## src/rtl/psp_pkg.sv

```systemverilog
// Shared types, constants and command structs for the pending table.
`default_nettype none
package psp_pkg;
   localparam int ENTRIES = 16;
   localparam int IDX_W = (ENTRIES > 1) ? $clog2(ENTRIES) : 1;
   localparam int CNT_W = $clog2(ENTRIES + 1);
   localparam int NSTAT = 6;
   localparam logic [31:0] XID_RESET = 32'd99;
   localparam logic [7:0] AGE_RESET = 8'd5;

   // word kinds
   localparam logic [1:0] KIND_PACKET = 2'd0;
   localparam logic [1:0] KIND_CLAIM = 2'd1;
   localparam logic [1:0] KIND_DISP = 2'd2;
   localparam logic [1:0] KIND_STAT = 2'd3;

   // status codes
   localparam logic [2:0] ST_OK = 3'd0;
   localparam logic [2:0] ST_FULL = 3'd1;
   localparam logic [2:0] ST_NONE = 3'd2;
   localparam logic [2:0] ST_OFF = 3'd3;
   localparam logic [2:0] ST_NOMATCH = 3'd4;

   // verdicts
   localparam logic [1:0] VD_NONE = 2'd0;
   localparam logic [1:0] VD_FWD = 2'd1;
   localparam logic [1:0] VD_NOTIFY = 2'd2;
   localparam logic [1:0] VD_DROP = 2'd3;

   // statistic indexes
   localparam logic [2:0] SC_PACKETS = 3'd0;
   localparam logic [2:0] SC_NOBUF = 3'd1;
   localparam logic [2:0] SC_ACCEPT = 3'd2;
   localparam logic [2:0] SC_REJECT = 3'd3;
   localparam logic [2:0] SC_BADSYNC = 3'd4;
   localparam logic [2:0] SC_STALE = 3'd5;

   // register indexes
   localparam logic [0:0] CSR_SCREEN_ON = 1'b0;
   localparam logic [0:0] CSR_MAX_AGE = 1'b1;

   // scan operations run by the datapath
   typedef enum logic [2:0] {
      OP_FREE, OP_CLAIM, OP_PURGE, OP_MATCH, OP_FLUSH
   } scan_op_type;

   typedef struct packed {
      logic load;        // capture request word
      logic scan_start;  // clear scan pointer and trackers
      logic scan_step;   // examine one slot
      scan_op_type op;
      logic do_store;    // write new entry into free slot
      logic do_own;      // set owner of best slot
      logic do_free;     // free matched slot
      logic out_load;    // compose result
   } psp_cmd_type;

   typedef struct packed {
      logic scan_last;   // current step is the final slot
      logic found;       // tracker holds a slot
   } psp_sts_type;
endpackage
`default_nettype wire

```

## src/rtl/psp_ram.sv

```systemverilog
// Generic single-port RAM with registered read.
`default_nettype none
module psp_ram #(
   parameter int WIDTH = 8,
   parameter int DEPTH = 16
) (
   input  wire logic clock,
   input  wire logic we,
   input  wire logic [((DEPTH > 1) ? $clog2(DEPTH) : 1)-1:0] addr,
   input  wire logic [WIDTH-1:0] wdata,
   output logic [WIDTH-1:0] rdata
);
   logic [WIDTH-1:0] mem [DEPTH];
   always_ff @(posedge clock) begin
      if (we) begin
         mem[addr] <= wdata;
      end
      rdata <= mem[addr];
   end
endmodule
`default_nettype wire

```

## src/rtl/psp_datapath.sv

```systemverilog
// Slot storage, scan pointer, age trackers, counters and result registers.
`default_nettype none
module psp_datapath (
   input  wire logic clock,
   input  wire logic reset,
   input  wire psp_pkg::psp_cmd_type cmd,
   output psp_pkg::psp_sts_type sts,
   input  wire logic cfg_screen_on,
   input  wire logic [7:0] cfg_max_age,
   input  wire logic [1:0] req_kind,
   input  wire logic [7:0] req_family,
   input  wire logic [15:0] req_packet_handle,
   input  wire logic [15:0] req_requester,
   input  wire logic [31:0] req_xid,
   input  wire logic req_accept_flag,
   input  wire logic req_notify_flag,
   input  wire logic [31:0] req_now_seconds,
   input  wire logic [2:0] req_stat_select,
   output logic [2:0] rsp_status,
   output logic [1:0] rsp_verdict,
   output logic [15:0] rsp_out_handle,
   output logic [31:0] rsp_out_xid,
   output logic [7:0] rsp_out_family,
   output logic [31:0] rsp_arrival_seconds,
   output logic [4:0] rsp_flushed_count,
   output logic [31:0] rsp_stat_value
);
   localparam int IW = psp_pkg::IDX_W;
   localparam int CW = psp_pkg::CNT_W;

   // captured request word
   logic [1:0] kind_ff;
   logic [7:0] fam_ff;
   logic [15:0] hdl_ff, reqr_ff;
   logic [31:0] xid_ff, now_ff;
   logic acc_ff, ntf_ff;
   logic [2:0] sel_ff;

   always_ff @(posedge clock) begin
      if (cmd.load) begin
         kind_ff <= req_kind;
         fam_ff <= req_family;
         hdl_ff <= req_packet_handle;
         reqr_ff <= req_requester;
         xid_ff <= req_xid;
         acc_ff <= req_accept_flag;
         ntf_ff <= req_notify_flag;
         now_ff <= req_now_seconds;
         sel_ff <= req_stat_select;
      end
   end

   // slot metadata held in flops (small fields scanned every cycle)
   logic [psp_pkg::ENTRIES-1:0] valid_ff, valid_in;
   logic [15:0] owner_ff [psp_pkg::ENTRIES];
   logic [31:0] sxid_ff [psp_pkg::ENTRIES];
   logic [7:0] sfam_ff [psp_pkg::ENTRIES];
   logic [31:0] sarr_ff [psp_pkg::ENTRIES];
   logic [31:0] next_xid_ff;
   logic [31:0] stat_ff [psp_pkg::NSTAT];

   // scan state
   logic [CW-1:0] ptr_ff;
   logic [IW-1:0] pidx;
   logic [IW-1:0] best_ff;
   logic found_ff;
   logic [31:0] limit_ff;
   logic [CW-1:0] flushed_ff;
   assign pidx = ptr_ff[IW-1:0];

   // handle RAM: one port, addressed by the free or best slot
   logic [15:0] hdl_rd;
   psp_ram #(.WIDTH(16), .DEPTH(psp_pkg::ENTRIES)) u_hdl (
      .clock(clock), .we(cmd.do_store), .addr(best_ff),
      .wdata(hdl_ff), .rdata(hdl_rd)
   );

   // per-step tests on the slot under the pointer
   logic sv, fam_ok, own_req;
   logic [31:0] age_p, age_b;
   logic signed [33:0] cutoff;
   assign sv = valid_ff[pidx];
   assign fam_ok = (fam_ff == 8'd0) || (fam_ff == sfam_ff[pidx]);
   assign own_req = (owner_ff[pidx] == reqr_ff);
   assign age_p = next_xid_ff - sxid_ff[pidx];
   assign age_b = next_xid_ff - sxid_ff[best_ff];
   assign cutoff = $signed({2'b00, now_ff}) - $signed({26'd0, cfg_max_age}) - 34'sd1;

   logic stale, flush_hit, take;
   always_comb begin
      stale = sv && ($signed({2'b00, sarr_ff[pidx]}) < cutoff);
      flush_hit = sv && own_req && (reqr_ff != 16'd0) &&
                  !(found_ff && pidx == best_ff) &&
                  (!found_ff || age_p > limit_ff);
      take = 1'b0;
      unique case (cmd.op)
         psp_pkg::OP_FREE: take = !sv && !found_ff;
         psp_pkg::OP_CLAIM:
            take = sv && owner_ff[pidx] == 16'd0 && fam_ok && (!found_ff || age_p > age_b);
         psp_pkg::OP_MATCH:
            take = sv && own_req && reqr_ff != 16'd0 && sxid_ff[pidx] == xid_ff && !found_ff;
         psp_pkg::OP_PURGE, psp_pkg::OP_FLUSH: take = 1'b0;
         default: take = 1'b0;
      endcase
   end

   assign sts.scan_last = (ptr_ff == CW'(psp_pkg::ENTRIES - 1));
   assign sts.found = found_ff;

   logic [CW-1:0] fl_inc;
   assign fl_inc = (cmd.scan_step && ((cmd.op == psp_pkg::OP_PURGE && stale) ||
                    (cmd.op == psp_pkg::OP_FLUSH && flush_hit))) ? CW'(1) : CW'(0);

   // valid bit updates
   always_comb begin
      valid_in = valid_ff;
      if (cmd.scan_step && fl_inc != CW'(0)) valid_in[pidx] = 1'b0;
      if (cmd.do_store) valid_in[best_ff] = 1'b1;
      if (cmd.do_free) valid_in[best_ff] = 1'b0;
   end

   // scan pointer and trackers; the pointer wraps to slot 0 after the last slot
   always_ff @(posedge clock) begin
      if (reset) begin
         valid_ff <= '0;
         ptr_ff <= '0;
         found_ff <= 1'b0;
         next_xid_ff <= psp_pkg::XID_RESET;
         for (int s = 0; s < psp_pkg::NSTAT; s++) stat_ff[s] <= '0;
      end else begin
         valid_ff <= valid_in;
         if (cmd.scan_start) begin
            ptr_ff <= '0;
            found_ff <= 1'b0;
            flushed_ff <= '0;
         end else if (cmd.scan_step) begin
            ptr_ff <= (ptr_ff == CW'(psp_pkg::ENTRIES - 1)) ? '0 : ptr_ff + CW'(1);
            flushed_ff <= flushed_ff + fl_inc;
            if (take) begin
               found_ff <= 1'b1;
               best_ff <= pidx;
               limit_ff <= age_p;
            end
         end
         if (cmd.do_store) begin
            sxid_ff[best_ff] <= next_xid_ff;
            sfam_ff[best_ff] <= fam_ff;
            sarr_ff[best_ff] <= now_ff;
            owner_ff[best_ff] <= 16'd0;
            next_xid_ff <= next_xid_ff + 32'd1;
         end
         if (cmd.do_own) owner_ff[best_ff] <= reqr_ff;
         // statistic counters
         if (cmd.scan_step && cmd.op == psp_pkg::OP_PURGE && stale)
            stat_ff[psp_pkg::SC_STALE] <= stat_ff[psp_pkg::SC_STALE] + 32'd1;
         if (cmd.scan_step && cmd.op == psp_pkg::OP_FLUSH && flush_hit)
            stat_ff[psp_pkg::SC_BADSYNC] <= stat_ff[psp_pkg::SC_BADSYNC] + 32'd1;
         if (cmd.out_load && kind_ff == psp_pkg::KIND_PACKET && cfg_screen_on) begin
            stat_ff[psp_pkg::SC_PACKETS] <= stat_ff[psp_pkg::SC_PACKETS] + 32'd1;
            if (!found_ff)
               stat_ff[psp_pkg::SC_NOBUF] <= stat_ff[psp_pkg::SC_NOBUF] + 32'd1;
         end
         if (cmd.do_free) begin
            if (acc_ff) stat_ff[psp_pkg::SC_ACCEPT] <= stat_ff[psp_pkg::SC_ACCEPT] + 32'd1;
            else stat_ff[psp_pkg::SC_REJECT] <= stat_ff[psp_pkg::SC_REJECT] + 32'd1;
         end
      end
   end

   // result composition
   logic [4:0] fl_sat;
   assign fl_sat = (32'(flushed_ff) > 32'd31) ? 5'd31 : 5'(flushed_ff);

   always_ff @(posedge clock) begin
      if (cmd.out_load) begin
         rsp_status <= psp_pkg::ST_OK;
         rsp_verdict <= psp_pkg::VD_NONE;
         rsp_out_handle <= '0;
         rsp_out_xid <= '0;
         rsp_out_family <= '0;
         rsp_arrival_seconds <= '0;
         rsp_flushed_count <= '0;
         rsp_stat_value <= '0;
         unique case (kind_ff)
            psp_pkg::KIND_PACKET: begin
               rsp_out_handle <= hdl_ff;
               if (!cfg_screen_on) begin
                  rsp_verdict <= psp_pkg::VD_FWD;
               end else if (!found_ff) begin
                  rsp_status <= psp_pkg::ST_FULL;
                  rsp_verdict <= psp_pkg::VD_DROP;
               end else begin
                  rsp_out_xid <= next_xid_ff - 32'd1;
               end
            end
            psp_pkg::KIND_STAT: begin
               if (sel_ff < 3'(psp_pkg::NSTAT)) rsp_stat_value <= stat_ff[sel_ff];
            end
            psp_pkg::KIND_CLAIM: begin
               if (!cfg_screen_on) begin
                  rsp_status <= psp_pkg::ST_OFF;
               end else if (found_ff) begin
                  rsp_out_handle <= hdl_rd;
                  rsp_out_xid <= sxid_ff[best_ff];
                  rsp_out_family <= sfam_ff[best_ff];
                  rsp_arrival_seconds <= sarr_ff[best_ff];
               end else begin
                  rsp_status <= psp_pkg::ST_NONE;
                  rsp_flushed_count <= fl_sat;
               end
            end
            psp_pkg::KIND_DISP: begin
               if (!cfg_screen_on) begin
                  rsp_status <= psp_pkg::ST_OFF;
               end else begin
                  rsp_flushed_count <= fl_sat;
                  if (!found_ff) begin
                     rsp_status <= psp_pkg::ST_NOMATCH;
                  end else begin
                     rsp_out_handle <= hdl_rd;
                     rsp_out_xid <= sxid_ff[best_ff];
                     rsp_verdict <= acc_ff ? psp_pkg::VD_FWD :
                                    (ntf_ff ? psp_pkg::VD_NOTIFY : psp_pkg::VD_DROP);
                  end
               end
            end
            default: ;
         endcase
      end
   end

   // a stored slot must have been free
   assert property (@(posedge clock) disable iff (reset)
      cmd.do_store |-> !valid_ff[best_ff]) else $error("store over live slot");
   // the slot being freed by a disposition is live
   assert property (@(posedge clock) disable iff (reset)
      cmd.do_free |-> valid_ff[best_ff]) else $error("free of dead slot");
   // a store advances the transaction id by one
   assert property (@(posedge clock) disable iff (reset)
      cmd.do_store |=> next_xid_ff == $past(next_xid_ff) + 32'd1)
      else $error("xid not advanced");
endmodule
`default_nettype wire

```

## src/rtl/psp_ctrl.sv

```systemverilog
// Sequencer: handshakes and the order of table scans for each word.
`default_nettype none
module psp_ctrl (
   input  wire logic clock,
   input  wire logic reset,
   input  wire logic req_valid,
   output logic req_ready,
   output logic rsp_valid,
   input  wire logic rsp_ready,
   input  wire logic [1:0] req_kind,
   input  wire logic cfg_screen_on,
   input  wire psp_pkg::psp_sts_type sts,
   output psp_pkg::psp_cmd_type cmd
);
   typedef enum logic [3:0] {
      S_IDLE, S_DISPATCH, S_FREE, S_CLAIM, S_PURGE, S_MATCH, S_FLUSH,
      S_READ, S_WAIT, S_OUT, S_HOLD
   } state_type;

   state_type state_ff, state_in;
   logic [1:0] kind_ff;
   logic rsp_valid_in, rsp_valid_ff;

   assign req_ready = (state_ff == S_IDLE);
   assign rsp_valid = rsp_valid_ff;

   always_comb begin
      state_in = state_ff;
      rsp_valid_in = rsp_valid_ff;
      cmd = '0;
      cmd.op = psp_pkg::OP_FREE;
      if (rsp_valid_ff && rsp_ready) rsp_valid_in = 1'b0;
      unique case (state_ff)
         S_IDLE: if (req_valid) begin
            cmd.load = 1'b1;
            state_in = S_DISPATCH;
         end
         S_DISPATCH: begin
            cmd.scan_start = 1'b1;
            if (kind_ff == psp_pkg::KIND_STAT || !cfg_screen_on) state_in = S_OUT;
            else if (kind_ff == psp_pkg::KIND_PACKET) state_in = S_FREE;
            else if (kind_ff == psp_pkg::KIND_CLAIM) state_in = S_CLAIM;
            else state_in = S_MATCH;
         end
         S_FREE: begin
            cmd.op = psp_pkg::OP_FREE;
            cmd.scan_step = 1'b1;
            if (sts.scan_last) state_in = S_READ;
         end
         S_CLAIM: begin
            cmd.op = psp_pkg::OP_CLAIM;
            cmd.scan_step = 1'b1;
            if (sts.scan_last) state_in = S_READ;
         end
         S_PURGE: begin
            cmd.op = psp_pkg::OP_PURGE;
            cmd.scan_step = 1'b1;
            if (sts.scan_last) state_in = S_OUT;
         end
         S_MATCH: begin
            cmd.op = psp_pkg::OP_MATCH;
            cmd.scan_step = 1'b1;
            if (sts.scan_last) state_in = S_FLUSH;
         end
         S_FLUSH: begin
            // restart pointer, keep match tracker
            cmd.op = psp_pkg::OP_FLUSH;
            cmd.scan_step = 1'b1;
            if (sts.scan_last) state_in = S_READ;
         end
         S_READ: begin
            if (kind_ff == psp_pkg::KIND_PACKET) begin
               cmd.do_store = sts.found;
               state_in = S_OUT;
            end else if (kind_ff == psp_pkg::KIND_CLAIM && !sts.found) begin
               cmd.scan_start = 1'b1;
               state_in = S_PURGE;
            end else begin
               state_in = S_WAIT;
            end
         end
         S_WAIT: begin
            state_in = S_OUT;
         end
         S_OUT: if (!rsp_valid_ff) begin
            cmd.out_load = 1'b1;
            rsp_valid_in = 1'b1;
            cmd.do_own = (kind_ff == psp_pkg::KIND_CLAIM) && cfg_screen_on && sts.found;
            cmd.do_free = (kind_ff == psp_pkg::KIND_DISP) && cfg_screen_on && sts.found;
            state_in = S_HOLD;
         end
         S_HOLD: state_in = S_IDLE;
         default: state_in = S_IDLE;
      endcase
   end

   always_ff @(posedge clock) begin
      if (reset) begin
         state_ff <= S_IDLE;
         rsp_valid_ff <= 1'b0;
         kind_ff <= psp_pkg::KIND_PACKET;
      end else begin
         state_ff <= state_in;
         rsp_valid_ff <= rsp_valid_in;
         if (cmd.load) kind_ff <= req_kind;
      end
   end

   // one word in flight: no accept while a scan runs
   assert property (@(posedge clock) disable iff (reset)
      (state_ff != S_IDLE) |-> !req_ready) else $error("ready during scan");
   // a result appears only after the output step
   assert property (@(posedge clock) disable iff (reset)
      $rose(rsp_valid_ff) |-> $past(state_ff) == S_OUT) else $error("stray result");
   // the free-slot scan always ends in the read step
   assert property (@(posedge clock) disable iff (reset)
      (state_ff == S_FREE && sts.scan_last) |=> state_ff == S_READ)
      else $error("scan did not end");
endmodule
`default_nettype wire

```

## src/rtl/packet_screen_pending_table.sv

```systemverilog
// Top level of the packet screening pending table.
// Usage:
//   Request words enter on req_* (valid/ready). kind selects packet arrival,
//   claim, disposition or statistic read. Each word yields one result word on
//   rsp_* (valid/ready). Configuration (screen_on, max_age) is written on the
//   csr_* channel, index 0 or 1, always ready; write it only while idle.
//   One word at a time. A packet is dispatched, runs the free-slot scan,
//   is stored when a free slot is found and goes to output; a claim runs
//   the claim scan and falls back to a stale purge scan when it finds no
//   slot; a disposition runs the match scan then the bad-sync flush scan;
//   statistic reads and words with screening off go from dispatch straight
//   to output. The next word can be taken while the result still waits to
//   be accepted. The slot scan examines one slot per cycle over ENTRIES slots.
//   Reset clears all slot valid bits, the statistic counters, sets the next
//   transaction id to 99, screen_on to 0 and max_age to 5. No clearing pass.
//   When the receiver stalls the result is held and the next word's result
//   waits until the held one has been accepted.
//   Transaction ids and counters wrap; flushed_count saturates at 31.
`default_nettype none
module packet_screen_pending_table (
   input  wire logic clock,
   input  wire logic reset,
   input  wire logic req_valid,
   output logic req_ready,
   input  wire logic [1:0] req_kind,
   input  wire logic [7:0] req_family,
   input  wire logic [15:0] req_packet_handle,
   input  wire logic [15:0] req_requester,
   input  wire logic [31:0] req_xid,
   input  wire logic req_accept_flag,
   input  wire logic req_notify_flag,
   input  wire logic [31:0] req_now_seconds,
   input  wire logic [2:0] req_stat_select,
   output logic rsp_valid,
   input  wire logic rsp_ready,
   output logic [2:0] rsp_status,
   output logic [1:0] rsp_verdict,
   output logic [15:0] rsp_out_handle,
   output logic [31:0] rsp_out_xid,
   output logic [7:0] rsp_out_family,
   output logic [31:0] rsp_arrival_seconds,
   output logic [4:0] rsp_flushed_count,
   output logic [31:0] rsp_stat_value,
   input  wire logic csr_valid,
   output logic csr_ready,
   input  wire logic [0:0] csr_index,
   input  wire logic [7:0] csr_data
);
   psp_pkg::psp_cmd_type cmd;
   psp_pkg::psp_sts_type sts;
   logic screen_on_ff;
   logic [7:0] max_age_ff;

   // configuration registers
   assign csr_ready = 1'b1;
   always_ff @(posedge clock) begin
      if (reset) begin
         screen_on_ff <= 1'b0;
         max_age_ff <= psp_pkg::AGE_RESET;
      end else if (csr_valid) begin
         if (csr_index == psp_pkg::CSR_SCREEN_ON) screen_on_ff <= csr_data[0];
         else max_age_ff <= csr_data;
      end
   end

   psp_ctrl u_ctrl (
      .clock(clock), .reset(reset),
      .req_valid(req_valid), .req_ready(req_ready),
      .rsp_valid(rsp_valid), .rsp_ready(rsp_ready),
      .req_kind(req_kind), .cfg_screen_on(screen_on_ff),
      .sts(sts), .cmd(cmd)
   );

   psp_datapath u_dp (
      .clock(clock), .reset(reset), .cmd(cmd), .sts(sts),
      .cfg_screen_on(screen_on_ff), .cfg_max_age(max_age_ff),
      .req_kind(req_kind), .req_family(req_family),
      .req_packet_handle(req_packet_handle), .req_requester(req_requester),
      .req_xid(req_xid), .req_accept_flag(req_accept_flag),
      .req_notify_flag(req_notify_flag), .req_now_seconds(req_now_seconds),
      .req_stat_select(req_stat_select),
      .rsp_status(rsp_status), .rsp_verdict(rsp_verdict),
      .rsp_out_handle(rsp_out_handle), .rsp_out_xid(rsp_out_xid),
      .rsp_out_family(rsp_out_family), .rsp_arrival_seconds(rsp_arrival_seconds),
      .rsp_flushed_count(rsp_flushed_count), .rsp_stat_value(rsp_stat_value)
   );
endmodule
`default_nettype wire
```

## config.mk

```make
export PLATFORM = sky130hd
export DESIGN_NAME = packet_screen_pending_table
export DESIGN_NICKNAME = d
export VERILOG_FILES = /design/src/rtl/psp_pkg.sv /design/src/rtl/psp_ram.sv /design/src/rtl/psp_datapath.sv /design/src/rtl/psp_ctrl.sv /design/src/rtl/packet_screen_pending_table.sv
export SDC_FILE = /design/constraint.sdc
export NUM_CORES = 2
export LEC_CHECK = 0
export ABC_CLOCK_PERIOD_IN_PS = 28000
export BUFFER_PORTS_ARGS = -buffer_cell sky130_fd_sc_hd__buf_2
export CORE_MARGIN = 1.5
export CORE_UTILIZATION = 55
export CTS_CLUSTER_SIZE = 8
export DETAILED_ROUTE_END_ITERATION = 8
export GPL_ROUTABILITY_DRIVEN = 0
export MAX_ROUTING_LAYER = met4
export PLACE_DENSITY_LB_ADDON = 0.25
export SKIP_CTS_REPAIR_TIMING = 1
export SYNTH_ARGS = -nofsm -noshare
export SYNTH_HDL_FRONTEND = slang
export SYNTH_HIERARCHICAL = 1
export SYNTH_SLANG_ARGS = --single-unit
```

## constraint.sdc

```tcl
create_clock -name clock -period 28 [get_ports clock]
set_input_delay 5.6 -clock clock [delete_from_list [all_inputs] [get_ports clock]]
set_output_delay 5.6 -clock clock [all_outputs]
set_load 0.05 [all_outputs]
```

# After elaboration in Yosys (flattened, before gate mapping)
# Memories as Yosys holds them, arrays and structs flattened. A register that Yosys moved wholly into a read port is not among the register bits.
# Cells that the tools add are included.
dict set report classes {
  mux 109
  magnitude_cmp 8
  n_eq_ne 29
  add_sub_neg 14
  reduce_logical 62
  n_bitwise 15
}
# cell count
set op_table {}
lappend op_table {{two-way mux 32 bit} 10}
lappend op_table {{adder 32 x 1 -> 32 bit (second input constant)} 7}
lappend op_table {{two-way mux 16 bit} 6}
lappend op_table {{two-way mux 4 bit} 17}
lappend op_table {{greater-than comparator 32 bit} 2}
lappend op_table {{case mux 32 bit (2 select lines)} 1}
lappend op_table {{subtractor 32 bit} 2}
lappend op_table {{two-way mux 1 bit} 45}
lappend op_table {{less-than comparator 33 x 34 -> 1 bit} 1}
lappend op_table {{subtractor 34 x 2 -> 34 bit (second input constant)} 1}
lappend op_table {{subtractor 32 x 8 -> 33 bit} 1}
lappend op_table {{AND 16 bit} 2}
lappend op_table {{== test 32 bit} 1}
lappend op_table {{NOT 16 bit} 2}
lappend op_table {{case mux 16 bit (2 select lines)} 1}
lappend op_table {{case mux 4 bit (8 select lines)} 1}
lappend op_table {{subtractor 32 x 1 -> 32 bit (second input constant)} 1}
lappend op_table {{logical AND 1 bit} 30}
lappend op_table {{two-way mux 5 bit} 5}
lappend op_table {{two-way mux 3 bit} 8}
lappend op_table {{case mux 4 bit (5 select lines)} 1}
lappend op_table {{== test 16 bit} 1}
lappend op_table {{== test 4 x 3 -> 1 bit (second input constant)} 4}
lappend op_table {{logical NOT 16 bit} 1}
lappend op_table {{other kinds (44)} 86}
dict set report word_totals {
  inputBits 125
  word_cells 269
  regBits 280
  ram_bits 1856
  output_inout_bits 133
  mem_count 6
}
# memory words word_bits rd rd_clocked_by_memory_dff wr line_no
set memory_table {}
lappend memory_table {u_dp.sarr_ff 16 32 2 2 1 psp_datapath.sv:58} ;# logic [31:0] sarr_ff [psp_pkg::ENTRIES];
lappend memory_table {u_dp.sxid_ff 16 32 2 2 1 psp_datapath.sv:56} ;# logic [31:0] sxid_ff [psp_pkg::ENTRIES];
lappend memory_table {u_dp.owner_ff 16 16 1 1 1 psp_datapath.sv:55} ;# logic [15:0] owner_ff [psp_pkg::ENTRIES];
lappend memory_table {u_dp.u_hdl.mem 16 16 1 1 1 psp_ram.sv:13} ;# logic [WIDTH-1:0] mem [DEPTH];
lappend memory_table {u_dp.stat_ff 6 32 7 1 6 psp_datapath.sv:60} ;# logic [31:0] stat_ff [psp_pkg::NSTAT];
lappend memory_table {u_dp.sfam_ff 16 8 2 2 1 psp_datapath.sv:57} ;# logic [7:0] sfam_ff [psp_pkg::ENTRIES];

# Depth between registers and ports, before layout
dict set report logic_depth {
  word_depth 17
  ltp_mapped 40
  mapped_depth_nobuf 31
}

# By module
# The synthesis kept the hierarchy.
# module cells_each n_inst area_per_inst_um2
set by_module_without_submodules {}
lappend by_module_without_submodules {psp_datapath 6104 1 95680.5}
lappend by_module_without_submodules {psp_ram 434 1 10023.4}
lappend by_module_without_submodules {psp_ctrl 81 1 610.6}
lappend by_module_without_submodules {packet_screen_pending_table 41 1 419.2}

# Worst setup path after synthesis
# Ideal clock, no wire load.
dict set report synth_timing {
  path_type {input -> register}
  start {input reset}
  end {memory u_dp.sarr_ff[0][0], enable pin}
  path_buffers 0
  slack_ps 16572
  stages 3
  t_arrival_ps 10837
  setup_ps 591
  cell_sequence {nor2_1 nand2_1 nor3_1}
}
dict set report synth_via {
  elab_chain_cells 2
}
# element line_no
set synth_lines {}
lappend synth_lines {{from (decl)} packet_screen_pending_table.sv:22} ;# input wire logic reset,
lappend synth_lines {{two-way mux 1 bit} psp_datapath.sv:124} ;# if (reset) begin
lappend synth_lines {{two-way mux 1 bit (not written as such)} psp_datapath.sv:148} ;# sarr_ff[best_ff] <= now_ff;
lappend synth_lines {{to (decl)} psp_datapath.sv:58}
# No other way between the ends.

==> results_dict.tcl <==
set metrics [dict create \
    start_util_pct 55.4 \
    peakVddDrop_uv 68.3 \
    timing.final.crit_share_pct 42.8 \
    grt.overflow.total 0 \
    max_stage_delay_ns 0.86 \
    drive_gt1_share_pct 23.8 \
    rr_worst_depth 32 \
    yosysSeqAreaShare_pct 61.9 \
    finish.utilization_pct 62.3 \
    fin_skew_ns 0.0976 \
    period_needed_ns 11.99 \
    finalSetupViolCount 0 \
    io_buffer_count 256 \
    post_drt_wl_per_cell_um 30.7 \
    worst_setup_hold_path_clk_slew_ns 0.05 \
    via_count 65800 \
    end_kind "register" \
    drv_slew 0 \
    start_kind "register" \
    final_common_cell "edfxtp_1" \
    grt_max_degree 133 \
    fin_tns_setup_ns 0 \
    worst-path-max-fanout 60 \
    yosys_warnings 6 \
    wl_met3_mm 30.8 \
    whs_path_depth 1 \
    rrSetupSlack_ns 16.01 \
    dr_wl_met2_mm 141 \
    worstHoldStart "max_age_ff[2]$_SDFFE_PP1P_" \
    syn2layout_area_growth_pct 12.5 \
    cts_root_buffer "clkbuf_16" \
    final_cell_mix "edfxtp_1 (2,138), mux4_2 (785), nor2_1 (484), nand2_1 (335), clkbuf_16 (335)" \
    fmax_ghz 0.0834 \
    nets 7356 \
    synth.distinct_cells 102 \
    hold_violations 0 \
    drc 0 \
    worst_slew_pin_slew_ns 1.37 \
    hp-class "register to register" \
    clk_latency_ns 0.98 \
    synth-seq-cells 2232 \
    dp_slack_ns 16.40 \
    power.density_mw_per_mm2 71.9 \
    syn-cell-area_mm2 0.107 \
    fin_ws_ns 16.01 \
    slew_headroom_pct 8.56 \
    grt_pass1_wl_mm 435 \
    rsz0062_at_grt "no" \
    drv.max_cap_violation_count 0 \
    cts_made_buffers 330 \
    routed_wl_mm 298 \
    required_ns 28.52 \
    cts.path.max_buffers 4 \
    met1_length_mm 113 \
    grt.total_usage_pct 31.2 \
    synth_nets 6972 \
    synthCells 6660 \
    synth_ff_type "edfxtp_1" \
    hold_path_end "max_age_ff[2]$_SDFFE_PP1P_" \
    synth_edf_count 2138 \
    grt_antenna_before_repair 13 \
    ys_async_sr_fraction_pct 0 \
    arrival_ns 12.51 \
    total_power_mw 8.64 \
    antenna_left 0 \
    crit_slowest_cell "buf_4" \
    avgSynthCellArea_um2 16.0 \
    grt_pass1_vias 65000 \
    leakagePower_nw 39.6 \
    die_x_um 444 \
    tritoncts "built" \
    die_area_mm2 0.197 \
    detail_route.iter0.violations 9007 \
    routed_via_density 6.79 \
    core-area_mm2 0.193 \
    hpwl_mm 182 \
    r2r-end "u_dp/limit_ff[23]$_DFFE_PP_" \
    die_y_um 444 \
    io_pins 258 \
    top_layer "met4" \
    firstDrtPassIters 6 \
    status "finished, final reports clean" \
    cts_sinks 2232 \
    htreeDepth 5 \
    path_class "register to register" \
    rows 161 \
]
==> report_power, final <==
group,internal (mW),switching [mW],leakage (nW)
clock,2.15,1.36,4.31
combinational,0.413,0.709,14.5
sequential,3.84,0.173,20.8
==> synth_stat cells, types with 10 or more instances <==
cell type | n | area, um^2
a211oi_1 | 59 | 443
a21o_1 | 32 | 240
a21oi_1 | 176 | 881
a221oi_1 | 10 | 87.6
a22oi_1 | 117 | 878
a31oi_1 | 30 | 188
and2_1 | 45 | 282
and3_1 | 64 | 400
and4_1 | 10 | 87.6
buf_1 | 66 | 248
buf_2 | 69 | 345
buf_4 | 15 | 113
buf_6 | 12 | 135
clkbuf_1 | 213 | 800
dfxtp_1 | 94 | 1880
edfxtp_1 | 2138 | 64200
ha_1 | 184 | 2300
inv_1 | 142 | 533
mux2_2 | 31 | 349
mux2i_1 | 177 | 1770
mux4_2 | 785 | 17700
nand2_1 | 335 | 1260
nand2b_1 | 32 | 200
nand3_1 | 176 | 881
nand4_1 | 63 | 394
nor2_1 | 505 | 1900
nor2b_1 | 81 | 507
nor3_1 | 80 | 400
nor3b_1 | 14 | 105
nor4_1 | 42 | 263
o2111ai_1 | 15 | 131
o211ai_1 | 18 | 135
o21a_1 | 19 | 143
o21ai_0 | 128 | 641
o22ai_1 | 11 | 68.8
o31ai_1 | 15 | 113
or3_1 | 35 | 219
xnor2_1 | 180 | 1580
xor2_1 | 247 | 2160
==> layout make-up <==
type | count | area, um^2
Antenna cell | 8 | 20.0
Timing Repair Buffer | 430 | 2650
Tap cell | 2526 | 3160
Fill cell | 13500 | 72500
Sequential cell | 2232 | 66100
Clock inverter | 13 | 161
Inverter | 147 | 564
Multi-Input combinational cell | 3903 | 38700
Clock buffer | 425 | 8720
==> metrics by stage <==
| stage | hold WS (ns) | cells | cell area (um^2) |
|---|---|---|---|
| after floorplan | 0.406 | 6660 | 107000 |
| after global placement | 0.456 | 9238 | 111000 |
| after detailed placement | 0.454 | 9238 | 111000 |
| after CTS | 0.473 | 9676 | 120000 |
| after global routing | 0.484 | 9682 | 120000 |
| final | 0.472 | 9684 | 120000 |
==> cell families (layout without fill, tap and decap cells) <==
family                   Yosys count  after routing  share of synthesized area (%)
AND/OR/NAND/NOR                 1548           1548                           6.99
adder cells (fa/ha/maj)          188            188                           2.22
buffers and inverters            525           1015                           2.08
AO/OA/AOI/OAI                    744            744                           4.68
flip-flops                      2232           2232                           61.9
other                              1              9                        0.00351
XOR/XNOR                         427            427                           3.50
multiplexers                     995            995                           18.6
==> critical path, delay by kind of cell (launching register included) <==
family                     cells  cell delay [ns]
DFF                            1             0.73
and+or+nand+nor               11             3.11
muxes                          1             0.40
xor gates and xnor gates       1             0.19
adders and majority gates      3             1.02
AOI/OAI and AO/OA             10             2.64
buffers and inverters          6             3.25
==> sequential cells by signal, indices dropped and copies added, names as in the netlist, 128 cells and up, named ones only <==
register,flops
u_dp/sarr_ff,512
u_dp/sxid_ff,512
u_dp/u_hdl/mem,256
u_dp/sfam_ff,128
u_dp/owner_ff,256
u_dp/stat_ff,192
==> worst max path at each step <==
stage                         from                           end  cells past startpoint
after floorplan              reset  u_dp/sarr_ff[0][0]$_DFFE_PP_                      3
after global routing      register  u_dp/fl_sat[4]$_SDFFCE_PP0P_                     35
after detailed placement  register  u_dp/fl_sat[4]$_SDFFCE_PP0P_                     35
final                     register   u_dp/limit_ff[23]$_DFFE_PP_                     32
after CTS                 register   u_dp/limit_ff[22]$_DFFE_PP_                     32
after global placement    register  u_dp/fl_sat[4]$_SDFFCE_PP0P_                     35
==> per-layer routing <==
metal,global-route usage [%],vias to the layer above
li1,-,27300
met1,41.8,33600
met2,47.5,4107
met3,5.81,744
met4,12.6,0
met5,-,-
No activity file was read; power rests on OpenSTA's default activity.
